<file path="config.mk">
export PLATFORM = sky130hd
export DESIGN_NAME = rrc_span
export DESIGN_NICKNAME = d
export VERILOG_FILES = /design/src/rtl/core/rrc_pkg.sv /design/src/rtl/core/rrc_span.sv
export SDC_FILE = /design/constraint.sdc
export NUM_CORES = 1
export LEC_CHECK = 0
export ABC_AREA = 1
export BUFFER_PORTS_ARGS = -buffer_cell sky130_fd_sc_hd__clkbuf_2
export CAP_MARGIN = 40
export CORE_AREA = 4 4 69 119
export DETAILED_ROUTE_END_ITERATION = 16
export DIE_AREA = 0 0 73 123
export PLACE_DENSITY = 0.8
export SYNTH_ARGS = -nofsm -noshare
export SYNTH_HDL_FRONTEND = slang
export SYNTH_SLANG_ARGS = --single-unit
</file>
<file path="constraint.sdc">
create_clock -name vclk -period 2.1
set_input_delay 0.42 -clock vclk [all_inputs]
set_output_delay 0.42 -clock vclk [all_outputs]
set_load 0.01 [all_outputs]
</file>
<file path="src/rtl/core/rrc_pkg.sv">
// ============================================================================
// rrc_pkg
// Shared types and constants of the rectangle raster canvas.
// ============================================================================
package rrc_pkg;

  // Canvas geometry
  localparam int MAX_SIDE_DEF = 256;
  localparam int SIZE_W       = 9;      // canvas size registers
  localparam int CHAR_W       = 8;
  localparam int COORD_IN_W   = 24;     // signed Q16.8 inputs
  localparam int CRD_W        = 27;     // room for corner + size and the 1.0 margin
  localparam int FRAC_W       = 8;
  localparam int ONE_Q8       = 256;

  // Configuration port
  localparam int PADDR_W      = 4;
  localparam int PDATA_W      = 32;

  // Register reset values
  localparam logic [SIZE_W-1:0] WIDTH_RST  = 9'd256;
  localparam logic [SIZE_W-1:0] HEIGHT_RST = 9'd256;
  localparam logic [CHAR_W-1:0] BG_RST     = 8'd32;

  // Shape type bytes
  localparam logic [CHAR_W-1:0] CHAR_FILLED  = 8'h52;  // 'R'
  localparam logic [CHAR_W-1:0] CHAR_OUTLINE = 8'h72;  // 'r'

  typedef enum logic [1:0] {
    REG_WIDTH  = 2'd0,
    REG_HEIGHT = 2'd1,
    REG_BG     = 2'd2,
    REG_NONE   = 2'd3
  } reg_idx_t;

  typedef enum logic [1:0] {
    OP_DRAW  = 2'd0,
    OP_CLEAR = 2'd1,
    OP_READ  = 2'd2,
    OP_NONE  = 2'd3
  } op_t;

  typedef enum logic [1:0] {
    STAT_OK       = 2'd0,
    STAT_REJECTED = 2'd1,
    STAT_OUTSIDE  = 2'd2,
    STAT_RSVD     = 2'd3
  } status_t;

  typedef enum logic [1:0] {
    ST_IDLE,
    ST_SWEEP,
    ST_FINISH
  } state_t;

  // Result of testing one point coordinate against one axis of the rectangle
  typedef struct packed {
    logic in_span;  // lo <= p <= hi
    logic near;     // closer than 1.0 to lo or hi
  } span_t;

endpackage

</file>
<file path="src/rtl/core/rrc_span.sv">
// ============================================================================
// rrc_span
// Compare unit: places one point coordinate against one rectangle axis.
// ============================================================================
module rrc_span (
  input  logic signed [rrc_pkg::CRD_W-1:0] p,
  input  logic signed [rrc_pkg::CRD_W-1:0] lo,
  input  logic signed [rrc_pkg::CRD_W-1:0] hi,
  output rrc_pkg::span_t                   span
);

  logic signed [rrc_pkg::CRD_W-1:0] d_lo;
  logic signed [rrc_pkg::CRD_W-1:0] d_hi;

  // Operands stay well inside CRD_W, so the differences cannot wrap
  assign d_lo = p - lo;
  assign d_hi = hi - p;

  assign span.in_span = !d_lo[rrc_pkg::CRD_W-1] && !d_hi[rrc_pkg::CRD_W-1];
  assign span.near    = (d_lo < rrc_pkg::CRD_W'(rrc_pkg::ONE_Q8)) ||
                        (d_hi < rrc_pkg::CRD_W'(rrc_pkg::ONE_Q8));

endmodule
</file>
==> impl_results.md, run 1 <==
* Yosys synthesis warning count at 0
* Fraction of the yosys area taken by sequential cells at 0
* Num ports at 83
* Global router's overall resource usage at 0.683
* Multiplexer area fraction after synthesis at 0
* Congestion Overflow GR at between 40 and 50
* Mean area per synthesized cell at 4.76 um2
* Compound-Gate Fraction of Synth Area at 0.108
* Share of the synthesized area in the top cell type at 0.299
* Pin category terminating the worst setup path after the last repair: top-level output
* XOR/XNOR Fraction of Synth Area at 0.0186
* Number of distinct library cell variants in the gate-level netlist after synthesis at 26
* Dominant combinational cell family by area after synthesis: simple AND/OR/NAND/NOR gates
* Instance count of the mapped netlist at between 700 and 800
* Floorplan die width at about 73 um
* Die span in y at around 120 um
* Synth area leader: nand2_1
* Nets in the synthesized netlist at approximately 920
* Quantity of hold-fixing buffers added after cts at 0
* Total standard cell area after synthesis at approximately 3800 um2
* First reported error: [ERROR GRT-0232] Routing congestion too high. Check the congestion heatmap in the GUI.
* Number of core rows at 41
* Dominant cells by area after synthesis: nand2_1 30%, inv_1 18%, ha_1 17%, nor2_1 8.0%, a21oi_1 6.4%
* IO buf count at just over 80
* Starting density of the core at 0.521
* Post-synthesis share of cell area spent on full adders, half adders and majority gates at 0.166
* Status: aborted with a tool error
* Area after detailed placement at ~5400 um2
* GRT worst endpoint: span[0]
* Stage at which the flow ended: 5_1_grt
* Synth Area in Simple Gates at 0.523
* Largest net degree at the start of global routing at 7
* Detailed Place HPWL at between 10000 and 15000 um
* RD Place Congestion at ~1.0
==> synth_stat cells <==
master / instances
a21oi_1: 48
a21oi_2: 2
and2_0: 1
and2_1: 2
clkinv_1: 1
ha_1: 50
inv_1: 183
inv_2: 2
nand2_1: 300
nand2_2: 6
nand3_1: 48
nand3b_1: 5
nand4_1: 18
nor2_1: 80
nor2_2: 3
nor2_4: 1
nor3_1: 6
nor3_2: 3
nor4_1: 1
o211ai_1: 1
o21a_1: 3
o21ai_0: 11
o21ai_1: 2
o21bai_1: 7
xnor2_1: 1
xor2_1: 7
==> metal layers <==
layer  global-route usage  overflow
met5               0.0494         0
met4                0.766        26
met3                0.450         0
met2                0.918        20
met1                0.635         0
==> timing repair <==
action | in CTS
resized for setup | 158
buffers inserted | 9
pin swaps | 87
setup endpoints to repair | 2
==> per-stage QoR <==
step                hold WS, ns  setup slack [ns]  cells
detailed placement         1.35            -0.768   1056
CTS                        1.34            -0.571   1065
global placement           1.34            -0.730   1056
floorplan                  1.13           -0.0797    792
==> kinds of logic after synthesis <==
group                      after synthesis
adders and majority gates               50
xor gates and xnor gates                 8
buffers and inverters                  186
and+or+nand+nor                        474
AOI/OAI and AO/OA                       74
==> inputs of run 2 (changes only) <==
Settings changed: CORE_AREA 4 4 69 119 to 4 4 103 105, DIE_AREA 0 0 73 123 to 0 0 107 109, PLACE_DENSITY 0.8 to default, PLACE_DENSITY_LB_ADDON from default to 0.15.
Clock period 2.1 ns to 2.7 ns, I/O delays scaled along.
==> impl_results.md, run 2 <==
* Final routed DRC violation total at 0
* Instance count of the mapped netlist at slightly below 800
* DR vias/cell at 4.89
* Status: complete, but fails checks
* Sequential cell count at 0
* Final routed wirelength across all metal layers at between 10000 and 15000 um
* Final nets at 1101
* Crit path top cell by count: nand2_2
* Failing checks: negative setup slack
* Synth area leader: nand2_1
* Number of core rows at 36
* Proportion of layout cells with a drive suffix above 1 at 0.439
* Setup repair after global routing missed its margin: yes
* PnR worst setup slack at -0.216 ns
* Largest net degree at the start of global routing at 6
* Global router's overall resource usage at 0.236
* Power after layout at between 1 and 1.5 mW
* IO buf count at between 80 and 90
* Syn-to-layout area delta at 72.6%
* Pwr per Cell Area at roughly 230 nW/um2
* Detailed-route wire length per cell at about 13 um
* Quantity of hold-fixing buffers added after cts at 0
* Starting density of the core at 0.391
* Post-route clock period utilization at 1.08
* Share of the synthesized area in the top cell type at 0.299
* Mean area per synthesized cell at about 4.8 um2
* Floorplan core area at slightly below 10000 um2
* Congestion Overflow GR at 0
* Wire length of the first global-routing pass at 23000 um
* Max-slew violation total from the final report at 0
* Kind of launch point of the worst setup path: primary input
* Nets in the synthesized netlist at 923
* Clk_buf instances at 0
* Crit path kind: primary input to output pin
* Type of element capturing the critical path: output pin
* Area taken by flip-flops and latches at 0 um2
* Critical path cell sequence: clkbuf_8 -> inv_2 -> ha_4 -> nand2_1 -> nand2_1 -> a21oi_2 -> buf_4 -> nand2_2 -> nand2_2 -> nand2_2 -> a21oi_2 -> xor2_1 -> nor2_2 -> nand3_2 -> buf_6
* Antenna diodes at 0
* IR drop worst, VDD at about 100 uV
* Total negative slack for setup checks at -0.359 ns
* Yosys synthesis warning count at 0
* Number of DRC markers in iteration 0 at 212
* Achievable clock frequency at between 0.3 and 0.4 GHz
* Number of distinct library cell variants in the gate-level netlist after synthesis at 26
* Total Die Area at roughly 12000 um2
* Num ports at 83
* Cell with the largest stage delay on the worst path: ha_4
* Signal arrival time at the worst endpoint at 2.38 ns
* Worst slew pin tran at roughly 0.32 ns
* Fillers at roughly 850
* Largest fanout on the critical path at 3
* Total count of hold-check failures in the final report at 0
* Maximum Capacitance Violations at 0
* List of most frequent post-synthesis cells: 300 x nand2_1, 183 x inv_1, 80 x nor2_1
* Final Setup Violations at 2
* Detailed Place HPWL at about 11000 um
* Most frequent standard cell in the layout excluding fill and tap cells: nand2_1
* Most frequent cells in the layout: 240 x nand2_1, 147 x inv_1, 93 x buf_4
* Leakage power figure at approximately 3.5 nW
* Vias in the first global route at around 5300
* Floorplan die width at roughly 110 um
* Max incr delay on CP at between 0.2 and 0.3 ns
* Depth of the worst hold-timing path at 5
* Dominant cells by area after synthesis: nand2_1 30%, inv_1 18%, ha_1 17%, nor2_1 8.0%, a21oi_1 6.4%
* Die span in y at approximately 110 um
* Fraction of the yosys area taken by sequential cells at 0
* Clock period minus final worst setup slack at between 2 and 3 ns
* Multi-input gate area at 4330 um2
* Class of the worst hold path: primary input to output pin
* RD Place Congestion at 0.891
* Worst relative slew slack at 0.782
* Count leader, synth: nand2_1
* Initial antenna violation count at 0
* Total standard cell area after synthesis at approximately 3800 um2
* Antenna Violating Nets Remaining at 0
* Pre-antenna DRT Iters at 5
* Total number of vias at around 5400
* CP Data Required Time at between 2 and 2.5 ns
run 2: cell families (layout without fill, tap and decap cells):
family / after synthesis / after routing / synth area share
AND/OR/NAND/NOR: 474 / 474 / 0.523
buffers and inverters: 186 / 362 / 0.185
adder cells (fa/ha/maj): 50 / 50 / 0.166
XOR/XNOR: 8 / 8 / 0.0186
AO/OA/AOI/OAI: 74 / 74 / 0.108
run 2: layout make-up:
cell class | instances | area share
Timing Repair Buffer | 176 | 0.198
Multi-Input combinational cell | 606 | 0.665
Tap cell | 133 | 0.0256
Inverter | 186 | 0.111
run 2: final timing paths:
path,from,end,slack [ns]
hold / removal,hi[26],span[1],1.61
setup / recovery,p[7],span[0],-0.22
run 2: timing repair:
action,in CTS,in global routing
pin swaps,63,78
endpoints found under the setup margin,2,2
gates resized for setup,196,126
setup buffers,7,10
run 2: per-stage QoR:
step	area, um2	setup slack (ns)	std cells	util	hold slack [ns]
2_1_floorplan	3770	0.156	792	-	1.37
3_3_place_gp	4920	-0.359	1084	0.511	1.59
3_5_place_dp	4920	-0.366	1084	0.511	1.59
4_1_cts	6000	-0.126	1091	0.623	1.59
5_1_grt	6500	-0.360	1101	0.675	1.64
6_report	6500	-0.216	1101	0.675	1.61
run 2: worst max-delay path, delay by kind of cell:
kind                     cells  cell delay (ns)
AND/OR/NAND/NOR              7             0.70
adder cells (fa/ha/maj)      1             0.25
AO/OA/AOI/OAI                2             0.33
XOR/XNOR                     1             0.10
buffers and inverters        4             0.45
run 2: metal layers:
layer / track usage / up-vias / share of wire
met3: 0.0160 / 34 / 0.033
met5: 0 / - / 0
met2: 0.460 / 121 / 0.53
met1: 0.285 / 2433 / 0.41
li1: - / 2795 / -
met4: 0.0457 / 0 / 0.027
run 2: power by group:
group / internal (mW) / switching, mW
registers: 0 / 0
logic: 0.668 / 0.797
clock network: 0 / 0
No activity file was read; power rests on OpenSTA's default activity.
